--- src/hdl/mgrs_pkg.sv ---
// ----------------------------------------------------------------------------
// Masked grid relaxation solver package
// Shared constants, command codes and the control struct between the
// sequencer and the arithmetic unit.
// ----------------------------------------------------------------------------
package mgrs_pkg;

  localparam int unsigned DefMaxRows = 64;
  localparam int unsigned DefMaxCols = 64;
  localparam int unsigned DefValueWidth = 32;

  localparam int unsigned CmdWidth = 2;
  localparam logic [CmdWidth-1:0] CmdLoad = 2'd0;
  localparam logic [CmdWidth-1:0] CmdRun = 2'd1;
  localparam logic [CmdWidth-1:0] CmdRead = 2'd2;

  localparam int unsigned CfgIdxWidth = 3;
  localparam int unsigned CfgDataWidth = 32;
  localparam logic [CfgIdxWidth-1:0] RegWeight = 3'd0;
  localparam logic [CfgIdxWidth-1:0] RegXCoeff = 3'd1;
  localparam logic [CfgIdxWidth-1:0] RegYCoeff = 3'd2;
  localparam logic [CfgIdxWidth-1:0] RegTol = 3'd3;
  localparam logic [CfgIdxWidth-1:0] RegMaxSweeps = 3'd4;
  localparam logic [CfgIdxWidth-1:0] RegRows = 3'd5;
  localparam logic [CfgIdxWidth-1:0] RegCols = 3'd6;

  localparam int unsigned SumWidth = 128;

  typedef struct packed {
    logic sqrt_start;
  } mgrs_ctl_t;

endpackage

--- src/hdl/mgrs_rms.sv ---
// ----------------------------------------------------------------------------
// RMS unit
// Divides the sum of squared changes by the point count with a restoring
// divider, one quotient bit per cycle, then takes a bit-serial square root.
// ----------------------------------------------------------------------------
module mgrs_rms (
  input  logic                         clk_i,
  input  logic                         rst_ni,
  input  logic                         start_i,
  input  logic [mgrs_pkg::SumWidth-1:0] sum_i,
  input  logic [20:0]                  count_i,
  output logic                         done_o,
  output logic [32:0]                  rms_o
);
  import mgrs_pkg::*;

  localparam logic [1:0] StIdle = 2'd0;
  localparam logic [1:0] StDiv = 2'd1;
  localparam logic [1:0] StSqrt = 2'd2;

  logic [1:0] st_q, st_d;
  logic [6:0] cnt_q, cnt_d;
  logic [SumWidth-1:0] num_q, num_d;
  logic [21:0] rem_q, rem_d;
  logic [63:0] quo_q, quo_d;
  logic [32:0] root_q, root_d;
  logic [65:0] srem_q, srem_d;
  logic big_q, big_d;
  logic [21:0] rem_sh;
  logic [65:0] s_try, s_sh;

  assign rem_sh = {rem_q[20:0], num_q[SumWidth-1]};
  assign s_sh = {srem_q[63:0], quo_q[63:62]};
  assign s_try = s_sh - {31'd0, root_q, 2'b01};

  always_comb begin
    st_d = st_q;
    cnt_d = cnt_q;
    num_d = num_q;
    rem_d = rem_q;
    quo_d = quo_q;
    root_d = root_q;
    srem_d = srem_q;
    big_d = big_q;
    done_o = 1'b0;
    unique case (st_q)
      StIdle: begin
        if (start_i) begin
          st_d = StDiv;
          num_d = sum_i;
          rem_d = '0;
          quo_d = '0;
          big_d = 1'b0;
          cnt_d = '0;
        end
      end
      StDiv: begin
        num_d = {num_q[SumWidth-2:0], 1'b0};
        quo_d = {quo_q[62:0], 1'b0};
        if (quo_q[63]) begin
          big_d = 1'b1;
        end
        if (rem_sh >= {1'b0, count_i}) begin
          rem_d = rem_sh - {1'b0, count_i};
          quo_d[0] = 1'b1;
        end else begin
          rem_d = rem_sh;
        end
        cnt_d = cnt_q + 7'd1;
        if (cnt_q == 7'd127) begin
          st_d = StSqrt;
          root_d = '0;
          srem_d = '0;
          cnt_d = '0;
        end
      end
      StSqrt: begin
        quo_d = {quo_q[61:0], 2'b00};
        if (!s_try[65]) begin
          srem_d = s_try;
          root_d = {root_q[31:0], 1'b1};
        end else begin
          srem_d = s_sh;
          root_d = {root_q[31:0], 1'b0};
        end
        cnt_d = cnt_q + 7'd1;
        if (cnt_q == 7'd31) begin
          st_d = StIdle;
          done_o = 1'b1;
        end
      end
      default: st_d = StIdle;
    endcase
  end

  assign rms_o = big_q ? 33'h1_0000_0000 : root_d;

  always_ff @(posedge clk_i or negedge rst_ni) begin
    if (!rst_ni) begin
      st_q <= StIdle;
      cnt_q <= '0;
    end else begin
      st_q <= st_d;
      cnt_q <= cnt_d;
    end
  end

  always_ff @(posedge clk_i) begin
    num_q <= num_d;
    rem_q <= rem_d;
    quo_q <= quo_d;
    root_q <= root_d;
    srem_q <= srem_d;
    big_q <= big_d;
  end

`ifndef SYNTHESIS
  a_div_len: assert property (@(posedge clk_i) disable iff (!rst_ni)
    start_i && st_q == StIdle |=> st_q == StDiv) else $error("rms start lost");
  a_done_sq: assert property (@(posedge clk_i) disable iff (!rst_ni)
    done_o |-> st_q == StSqrt) else $error("rms done outside root phase");
  a_no_zero: assert property (@(posedge clk_i) disable iff (!rst_ni)
    st_q == StDiv |-> count_i != '0) else $error("rms divide by zero");
`endif

endmodule

--- config.mk ---
export PLATFORM = sky130hd
export DESIGN_NAME = mgrs_rms
export DESIGN_NICKNAME = d
export VERILOG_FILES = /design/src/hdl/mgrs_pkg.sv /design/src/hdl/mgrs_rms.sv
export SDC_FILE = /design/constraint.sdc
export NUM_CORES = 1
export LEC_CHECK = 0
export ABC_CLOCK_PERIOD_IN_PS = 6300
export BUFFER_PORTS_ARGS = -buffer_cell sky130_fd_sc_hd__buf_2
export CORE_ASPECT_RATIO = 2
export CORE_MARGIN = 10
export CORE_UTILIZATION = 40
export DETAILED_ROUTE_END_ITERATION = 6
export PLACE_DENSITY = 0.55
export SETUP_SLACK_MARGIN = 0.02
export SYNTH_ARGS = -nofsm -noshare
export SYNTH_HDL_FRONTEND = slang
export SYNTH_SLANG_ARGS = --single-unit
--- constraint.sdc ---
create_clock -name clk_i -period 6.3 [get_ports clk_i]
set_clock_uncertainty 0.1 [all_clocks]
set_input_delay 0.315 -clock clk_i [delete_from_list [all_inputs] [get_ports clk_i]]
set_output_delay 0.315 -clock clk_i [all_outputs]
set_load 0.01 [all_outputs]
==> After elaboration in Yosys (flattened, before gate mapping) <==
Index checks and enable logic that the tools add are counted.
{ "op_classes": {"n_eq_ne": 8, "n_addsub": 3, "reduce_logical": 9, "muxes": 27, "magnitude_cmp": 1} }
{ "ops": {"columns": ["operator", "n"], "rows": [
  ["128-bit one-hot mux with 2 select lines", 1],
  ["64-bit 2-to-1 mux", 3],
  ["64-bit one-hot mux with 3 select lines", 1],
  ["128-bit 2-to-1 mux", 1],
  ["64-bit one-hot mux with 2 select lines", 1],
  ["33-bit 2-to-1 mux", 2],
  ["33-bit one-hot mux with 2 select lines", 1],
  ["66-bit by 35-bit subtractor with 66-bit output", 1],
  ["21-bit 2-to-1 mux", 2],
  ["21-bit one-hot mux with 2 select lines", 1],
  ["22-bit by 21-bit >= comparator with 1-bit output", 1],
  ["7-bit one-hot mux with 3 select lines", 1],
  ["21-bit subtractor", 1],
  ["7-bit 2-to-1 mux", 2],
  ["2-bit inequality test (second input constant)", 4],
  ["7-bit by 1-bit adder with 7-bit output (second input constant)", 1],
  ["7-bit by 5-bit == test with 1-bit output (second input constant)", 1],
  ["7-bit == test (second input constant)", 1],
  ["1-bit 2-to-1 mux", 6],
  ["2-bit 2-to-1 mux", 3],
  ["2-bit one-hot mux with 3 select lines", 1],
  ["2-bit AND reduction", 3],
  ["3-bit AND reduction", 2],
  ["2-bit nonzero test", 2],
  ["5 further kinds", 5]
]} }
{ "word_totals": {"elab_cells": 56, "out_inout_bits": 34, "ff_bits": 320, "input_bits": 152} }

==> Depth between registers and ports, before layout <==
Gate-level depths: netlist of the first run.
{ "logic_depth": {"word_depth": 4, "depth_mapped": 14, "ltp_nobuf": 12} }

==> Least setup slack after synthesis of the first run <==
OpenSTA, ideal clock, no wires.
{ "synth_path": {"kind": "register -> register", "startpoint": "reg st_q[1]", "endpoint": "reg srem_q[0] (enable)", "slack_ns": 0.923, "required_ns": 5.687, "stages_incl_launch_ff": 7, "synth_period_minus_slack_ns": 5.377, "n_path_buf": 3, "arrival_time_ns": 4.764, "setup_ns": 0.513, "path_cell_list": "dfrtp_1 -> inv_1 -> ha_1 -> clkbuf_1 -> clkbuf_1 -> clkbuf_1 -> mux2i_1"} }
{ "synth_between": {"elab_chain_len": 3, "elab_cells_between_ends": 5, "cone_classes": "eq/ne (3); reduce/logical (2)"} }
{ "synth_rtl": {"columns": ["element", "line_no", "rtl"], "rows": [
  ["start: declaration", "mgrs_rms.sv:21", "logic [1:0] st_q, st_d;"],
  ["start signal: assignment", "mgrs_rms.sv:100", "st_q <= StIdle;"],
  ["start signal: assignment", "mgrs_rms.sv:103", "st_q <= st_d;"],
  ["2-bit by 1-bit == test with 1-bit output / 2-bit == test (equally long branches)", "mgrs_rms.sv:46", "unique case (st_q)"],
  ["2-bit inequality test (no line) / 2-bit nonzero test (equally long branches)", null, null],
  ["2-bit AND reduction (no line) (*)", null, null],
  ["end signal: assignment", "mgrs_rms.sv:113", "srem_q <= srem_d;"],
  ["end: declaration", "mgrs_rms.sv:27", "logic [65:0] srem_q, srem_d;"]
]} }
Every way passes the cells marked *; elsewhere a longest branch is shown, timed or not.
A chain may end at the register's enable or synchronous reset.

==> Final worst setup path of the first run <==
{ "layout_path": {"startpoint": "reg root_q[5]", "endpoint": "out rms_o[0]"} }
{ "layout_between": {"elab_chain_len": 4} }
{ "layout_rtl": {"columns": ["element", "line_no", "rtl"], "rows": [
  ["start: declaration", "mgrs_rms.sv:26", "logic [32:0] root_q, root_d;"],
  ["start signal: assignment", "mgrs_rms.sv:112", "root_q <= root_d;"],
  ["66-bit by 35-bit subtractor with 66-bit output", "mgrs_rms.sv:34", "assign s_try = s_sh - {31'd0, root_q, 2'b01};"],
  ["1-bit 2-to-1 mux", "mgrs_rms.sv:79", "if (!s_try[65]) begin"],
  ["33-bit one-hot mux with 2 select lines", "mgrs_rms.sv:46", null],
  ["named net root_d[0]", "mgrs_rms.sv:26", null],
  ["33-bit 2-to-1 mux", "mgrs_rms.sv:96", "assign rms_o = big_q ? 33'h1_0000_0000 : root_d;"],
  ["end: declaration", "mgrs_rms.sv:13", "output logic [32:0] rms_o"]
]} }
The timed path passes the listed nets, and every way through them passes these cells.

==> impl_metrics.ini, run 1 <==
[status]
outcome = finished, final reports clean

[critical_path]
end_kind = output pin
start_kind = flop
required_ns = 5.88
cp-startpoint = root_q[5]
r2r-start = srem_q[42]
path_max_fanout = 22
rrSetupSlack_ns = 2.01
regToRegEndpoint = srem_q[61]
worstSetupPathType = flop to output pin
worstSetupEndpoint = rms_o[0]
cp.arrival_ns = 4.43
r2r_cells = 10

[logic_synthesis]
synth_area_leaders = edfxtp_1, mux2_2, a22o_1, ha_1, dfxtp_1
synthTopCellsByCount = edfxtp_1, mux2_2, nand2_1
synth_top_area_cell = edfxtp_1
synth_cell_types = 66
avgSynthCellArea_um2 = 11.6
synth_edf_count = 278
ys_warn_count = 0
syn_area_mm2 = 0.0170
yosysMostFrequentCell = edfxtp_1
async_flop_share_pct = 2.81
synth_nets = 1677
ys_ff_latch = 320
ys_seq_area_share_pct = 54.2
synth_cells = 1464
ys.flop_type = edfxtp_1
synth_top_area_share_pct = 49.0

[timing]
fmax_mhz = 207
fin_tns_setup_ns = 0
report.final.slew_viol_count = 0
setup_violations = 0
grt_setup_unrepaired = false
fin_crit_sh_pct = 76.8
hold_viol = 0
tightest_slew_ns = 1.07
post-route-min-period_ns = 4.84
holdWs_ns = 0.0920
slew_headroom_pct = 28.7

[placed_design]
gp_congestion = 0.863
dp_hpwl_um = 29600
port_buffers = 185

[power_and_ir_drop]
p_sw_share_pct = 34.7
comb_power_share_pct = 35.8
p_int_w = 0.00592
power.share.sequential_pct = 42.2
power_switching_w = 0.00315
ir_drop_mv = 0.443
leakagePower_nw = 7.88
p_clk_share_pct = 22.0
p_per_area_mw_per_mm2 = 434

[clock_network]
insertion_delay_ns = 0.59
clock_path_buffers = 3
postCtsSetupBuffers = 0
clock_tree.root_cell = clkbuf_16
clk_pin_slew_ns = 0.07
cts_sinks = 320
cts_resized = 0
cts_buffers = 31
cts_tree = done
htreeDepth = 1

[final_layout]
syn2layout_area_growth_pct = 22.7
final_layout_size_suffix_gt1_share_pct = 22.9
fill_cells = 3801
utilization_pct = 49.9
final_nets = 1965

[detailed_routing]
routed-via-count = 12600
postRouteAntennaNets = 0
drtIter0Drc = 595
route.detailed.drc = 0
viasPerCell = 5.42
dr.pass1.iters = 5
postRouteWirelength_um = 43900
wire_per_inst_um = 18.9

[global_route]
grt_usage_pct = 16.1
grt_max_degree = 111
antenna_found_initial = 11
grt.overflow.total = 0
grt_pass1_wl_um = 70400
grt_pass1_vias = 13400

[die]
core_area_mm2 = 0.0419
start_util_pct = 40.6
die_area_mm2 = 0.0517
die_h_um = 312
io_pins = 186
num_rows = 106
die_x_um = 166

[run]
max_cap_violations = 0

[min_path]
hold_class = input port to asynchronous set/reset pin
-- per-layer routing --
| layer | vias to the layer above | global-route usage [%] | wire length (µm) |
|---|---|---|---|
| met1 | 6061 | 17.5 | 16800 |
| met3 | 106 | 4.13 | 2800 |
| met4 | 16 | 6.03 | 1470 |
| met5 | - | 0 | 106 |
| li1 | 6078 | - | - |
| met2 | 320 | 29.4 | 22700 |
-- area by class of cell --
class	instances	area, µm²	share of cell area (%)
Antenna cell	4	10.0	0.0479
Clock buffer	36	825	3.95
Clock inverter	21	250	1.20
Inverter	77	289	1.38
Multi-Input combinational cell	991	7260	34.8
Sequential cell	320	9230	44.2
Tap cell	540	676	3.23
Timing Repair Buffer	331	2350	11.2
-- critical path, stage by stage, from the launching register on --
cell and delay, ns:
dfxtp_1 0.37, inv_1 0.06, ha_1 0.40, and4_1 0.24
a221o_1 0.33, a211oi_1 0.46, o22ai_1 0.20, o21ai_0 0.26
a21boi_0 0.18, nor2_2 0.48, buf_4 0.39, a22o_1 0.19
nor2b_1 0.12, buf_2 0.14
-- cells by family (layout without fill, tap and decap cells) --
kind of cell | after synthesis | count (layout) | share of synthesized area (%)
AO/OA/AOI/OAI | 375 | 375 | 15.0
AND/OR/NAND/NOR | 373 | 373 | 11.6
flip-flops | 320 | 320 | 54.2
buffers and inverters | 153 | 465 | 3.42
multiplexers | 136 | 136 | 8.93
adder cells (fa/ha/maj) | 61 | 61 | 4.53
XOR/XNOR | 46 | 46 | 2.37
other | 0 | 4 | 0
-- cell usage in the layout (no fill, tap or decap), types with 43 or more instances in the layout --
cell type	n
nor2b_1	43
ha_1	59
mux2_2	127
buf_2	185
o21ai_0	67
dlygate4sd3_1	130
nand2_1	124
edfxtp_1	278
a22o_1	95
a21oi_1	100
inv_1	74
-- how the worst min path moves through the flow --
stage           start  endpoint  slack, ns  cells after the start
2_1_floorplan  rst_ni  cnt_q[0]      -0.08                      0
3_3_place_gp   rst_ni  cnt_q[2]       0.09                      1
3_5_place_dp   rst_ni  cnt_q[2]       0.09                      1
4_1_cts        rst_ni  cnt_q[2]       0.06                      2
5_1_grt        rst_ni  cnt_q[2]       0.11                      2
6_report       rst_ni  cnt_q[2]       0.09                      2
-- power groups by stage --
| stage | Combinational [W] | Clock, W | Sequential (W) |
|---|---|---|---|
| finish | 0.00325 | 0.00200 | 0.00383 |
| global route | 0.00362 | 0.00213 | 0.00392 |
| CTS | 0.00327 | 0.00206 | 0.00383 |
| detailed placement | 0.00320 | 0 | 0.00386 |
| global placement | 0.00316 | 0 | 0.00385 |
| floorplan | 0.00243 | 0 | 0.00376 |
-- state kept, by name, indices dropped and copies added, names as in the netlist --
| signal | cells |
|---|---|
| big_q | 1 |
| cnt_q | 7 |
| num_q | 128 |
| quo_q | 64 |
| rem_q | 21 |
| root_q | 33 |
| srem_q | 64 |
| st_q | 2 |
-- repair_timing --
item / 4_1_cts / 5_1_grt
endpoints found under the setup margin: 0 / 0
hold buffers: 130 / 0
endpoints found under the hold margin: 138 / 0
-- metrics by stage --
step / worst slack (ns) / cells / total power (W) / cell area (µm²)
5_1_grt: 1.09 / 2319 / 0.00967 / 20900
2_1_floorplan: 0.923 / 1464 / 0.00619 / 17000
6_report: 1.46 / 2320 / 0.00907 / 20900
3_5_place_dp: 2.04 / 2129 / 0.00706 / 18500
3_3_place_gp: 2.10 / 2129 / 0.00701 / 18500
4_1_cts: 1.38 / 2316 / 0.00916 / 20900
Power figures use the tool's default switching activity.
==> inputs of run 2 (changes only) <==
Settings changed: ABC_CLOCK_PERIOD_IN_PS 6300 to 4700.
Clock period 6.3 ns to 4.7 ns, I/O delays scaled along.
==> impl_metrics.ini, run 2 (synthesis results as in run 1) <==
[status]
outcome = finished, final reports clean

[final_layout]
mostFrequentLayoutCells = edfxtp_1, buf_2, dlygate4sd3_1
final_cell_count_no_fill = 2328
final_nets = 1976
syn2layout_area_growth_pct = 22.8
reg_top3 = num_q (128), quo_q (64), srem_q (64)
largest_reg_flops = 128
top_register = num_q
fill_cells = 3809
final_common_cell = edfxtp_1
final_layout_size_suffix_gt1_share_pct = 23.0

[timing]
hold_viol = 0
fin_crit_sh_pct = 91.7
slew_headroom_pct = 14.6
report.final.slew_viol_count = 0
holdWs_ns = 0.0724
fmax_mhz = 232
setup_violations = 0
fin_tns_setup_ns = 0
grt_setup_unrepaired = false
tightest_slew_ns = 1.27
fin_ws_ns = 0.388
post-route-min-period_ns = 4.31

[detailed_routing]
top_layer = met5
dr_wl_met2_um = 23400
postRouteAntennaNets = 0
dr.pass1.iters = 5
wire_per_inst_um = 18.7
postRouteWirelength_um = 43600
viasPerCell = 5.36
route.detailed.drc = 0
wl_met3_um = 2400
drtIter0Drc = 543
routed-via-count = 12500
drt-met1-wl_um = 16500

[critical_path]
end_kind = output pin
path_max_fanout = 14
cp-startpoint = root_q[5]
worstSetupPathType = flop to output pin
r2r-start = root_q[5]
crit_chain = inv_1 > ha_1 > and4_1 > a221o_1 > a211oi_1 > o22ai_1 > o21a_1 > nor3_1 > nor2_2 > buf_4 > a22o_1 > nor2b_1 > buf_2
path_buf_inv = 3
start_kind = flop
required_ns = 4.37
cp_slowest_stage_delay_ns = 0.55
cp.arrival_ns = 3.98
slowest_stage = a211oi_1
cp_top_family = compound AO/OA/AOI/OAI gates

[die]
die_h_um = 312
die_area_mm2 = 0.0517
io_pins = 186
core_area_mm2 = 0.0419
num_rows = 106
die_x_um = 166
start_util_pct = 40.6

[global_route]
grt_usage_pct = 16.2
antenna_found_initial = 8
grt.overflow.total = 0
grt_pass1_vias = 13500
grt_max_degree = 95
grt_pass1_wl_um = 70600

[run]
max_cap_violations = 0

[placed_design]
gp_congestion = 0.852
place_ws_ns = 0.512
dp_cells = 2137
dp_hpwl_um = 30000
port_buffers = 185

[clock_network]
clock_tree.root_cell = clkbuf_16
postCtsSetupBuffers = 0
cts_resized = 0
insertion_delay_ns = 0.52
cts_sinks = 320
clk_pin_slew_ns = 0.07
htreeDepth = 2
clock_path_buffers = 3
cts_hold_buf = 130
cts_buffers = 34
cts_tree = done

[power_and_ir_drop]
leakagePower_nw = 7.91
ir_drop_mv = 0.410
p_per_area_mw_per_mm2 = 579

[min_path]
hold_class = input port to asynchronous set/reset pin
run 2: final cells by class:
| cell class | instances | area [µm²] | area share, % |
|---|---|---|---|
| multi-input combinational | 991 | 7260 | 34.7 |
| clock inverter | 16 | 110 | 0.526 |
| sequential | 320 | 9230 | 44.1 |
| antenna | 2 | 5.00 | 0.0239 |
| inverter | 77 | 289 | 1.38 |
| clock buffer | 43 | 936 | 4.47 |
| tap | 540 | 676 | 3.23 |
| timing repair buffer | 339 | 2410 | 11.5 |
run 2: power breakdown:
part	internal (W)	total [W]	switching [W]
Clock	0.00147	0.00260	0.00114
Sequential	0.00466	0.00512	0.000464
Combinational	0.00177	0.00438	0.00261
run 2: final timing paths:
check | to | slack [ns] | cells after the start
max | rms_o[0] | 0.39 | 13
min | cnt_q[2] | 0.07 | 2
max reg2reg | srem_q[43] | 0.40 | 11
min reg2reg | root_q[32] | 0.41 | 1
max in group asynchronous | st_q[0] | 4.22 | 2
min in group clk_i | rem_q[20] | 0.21 | 4
run 2: metal layers:
layer,GRT usage [%],vias to the layer above
li1,-,6100
met3,4.01,75
met2,30.7,272
met1,16.9,6018
met5,0,-
met4,5.37,12
run 2: through the flow:
stage / total power, W / util (%) / area (µm²)
finish: 0.0121 / 49.9 / 20900
global route: 0.0129 / 49.9 / 20900
global placement: 0.00942 / 44.3 / 18600
floorplan: 0.00829 / - / 17000
CTS: 0.0122 / 49.9 / 20900
detailed placement: 0.00949 / 44.3 / 18600
==> inputs of run 3 (changes only) <==
Settings changed: CORE_ASPECT_RATIO 2 to unset, CORE_MARGIN 10 to unset.
==> impl_metrics.ini, run 3 (synthesis results as in run 1) <==
[status]
outcome = finished, final reports clean

[die]
io_pins = 186
die_x_um = 208
die_area_mm2 = 0.0434
num_rows = 75
die_h_um = 208
start_util_pct = 40.6
core_area_mm2 = 0.0419

[power_and_ir_drop]
power_switching_w = 0.00421
p_sw_share_pct = 34.5
leakagePower_nw = 7.94
comb_power_share_pct = 35.0
p_clk_share_pct = 22.7
ir_drop_mv = 0.369
p_per_area_mw_per_mm2 = 580
power.share.sequential_pct = 42.3
power_w = 0.0122
p_int_w = 0.00800

[placed_design]
dp_cells = 2131
gp_congestion = 0.845
place_area_mm2 = 0.0186
port_buffers = 185
dp_hpwl_um = 25600

[critical_path]
start_kind = flop
cp.arrival_ns = 3.94
end_kind = output pin
required_ns = 4.37
worstSetupPathType = flop to output pin
path_max_fanout = 6

[final_layout]
top_register = num_q
final_nets = 1975
mostFrequentLayoutCells = edfxtp_1, buf_2, dlygate4sd3_1
final_common_cell = edfxtp_1
design_area_mm2 = 0.0210
reg_top3 = num_q (128), quo_q (64), srem_q (64)
final_layout_size_suffix_gt1_share_pct = 22.6
largest_reg_flops = 128
final_cell_count_no_fill = 2330
syn2layout_area_growth_pct = 23.5

[detailed_routing]
wl_met3_um = 2020
dr.pass1.iters = 5
postRouteAntennaNets = 0
viasPerCell = 5.35
wire_per_inst_um = 16.9
drt-met1-wl_um = 18500
top_layer = met4
postRouteWirelength_um = 39300
drtIter0Drc = 618
route.detailed.drc = 0
dr_wl_met2_um = 18100
routed-via-count = 12500

[timing]
fin_crit_sh_pct = 90.9
tightest_slew_ns = 1.26
hold_viol = 0
slew_headroom_pct = 15.3
fmax_mhz = 234
report.final.slew_viol_count = 0
post-route-min-period_ns = 4.27
fin_tns_setup_ns = 0
setup_violations = 0
grt_setup_unrepaired = false

[clock_network]
htreeDepth = 2
cts_resized = 0
clk_pin_slew_ns = 0.06
insertion_delay_ns = 0.56
cts_hold_buf = 131
postCtsSetupBuffers = 0
cts_sinks = 320
cts_buffers = 37
clock_path_buffers = 3
cts_tree = done
clock_tree.root_cell = clkbuf_16

[global_route]
grt_usage_pct = 17.9
grt_pass1_vias = 12400
antenna_found_initial = 2
grt_max_degree = 158
grt.overflow.total = 0
grt_pass1_wl_um = 63600

[min_path]
hold_class = input port to flop

[run]
max_cap_violations = 0
run 3: power groups by stage:
stage / Sequential, W / Clock (W) / Combinational, W
after floorplan: 0.00503 / 0 / 0.00326
after global placement: 0.00518 / 0 / 0.00415
after detailed placement: 0.00518 / 0 / 0.00421
after CTS: 0.00516 / 0.00287 / 0.00431
after global routing: 0.00528 / 0.00296 / 0.00476
final: 0.00516 / 0.00277 / 0.00428
run 3: critical path, stage by stage (launching register included):
cell and delay (ns):
dfxtp_1 0.37, inv_1 0.06, ha_1 0.37, a21o_1 0.23, a221o_1 0.36, a211oi_1 0.49, o22ai_1 0.19, o21a_1 0.25
nor3_1 0.37, nor2_2 0.09, a22o_1 0.21, nor2b_1 0.17, buf_2 0.22
run 3: worst paths after layout:
| check | startpoint | to | slack (ns) | depth (start not counted) |
|---|---|---|---|---|
| setup / recovery | root_q[4] | rms_o[0] | 0.43 | 12 |
| hold / removal | count_i[20] | rem_q[20] | 0.18 | 4 |
| setup reg to reg | root_q[4] | srem_q[45] | 0.45 | 11 |
| hold reg to reg | root_q[32] | root_q[32] | 0.40 | 1 |
| max in group asynchronous | rst_ni | cnt_q[6] | 3.62 | 3 |
| min in group asynchronous | rst_ni | st_q[0] | 0.59 | 3 |
run 3: cell type report:
class | count | area (µm²)
clock inverter | 18 | 156
sequential | 320 | 9230
inverter | 77 | 289
multi-input combinational | 991 | 7260
timing repair buffer | 335 | 2400
clock buffer | 48 | 998
antenna | 2 | 5.00
fill | 3774 | 20900
tap | 539 | 674
run 3: metrics by stage:
step	util, %	hold WS (ns)	setup slack, ns
global route	50.1	0.206	0.0832
floorplan	-	-0.161	0.544
global placement	44.2	0.00461	0.605
finish	50.1	0.175	0.426
detailed placement	44.2	0.00353	0.488
CTS	50.1	0.147	0.390
run 3: layer usage:
layer  global-route usage (%)  vias up
met3                     3.74       53
met4                     5.16        0
met1                     24.2     6017
li1                         -     6135
met5                        0        -
met2                     29.0      262
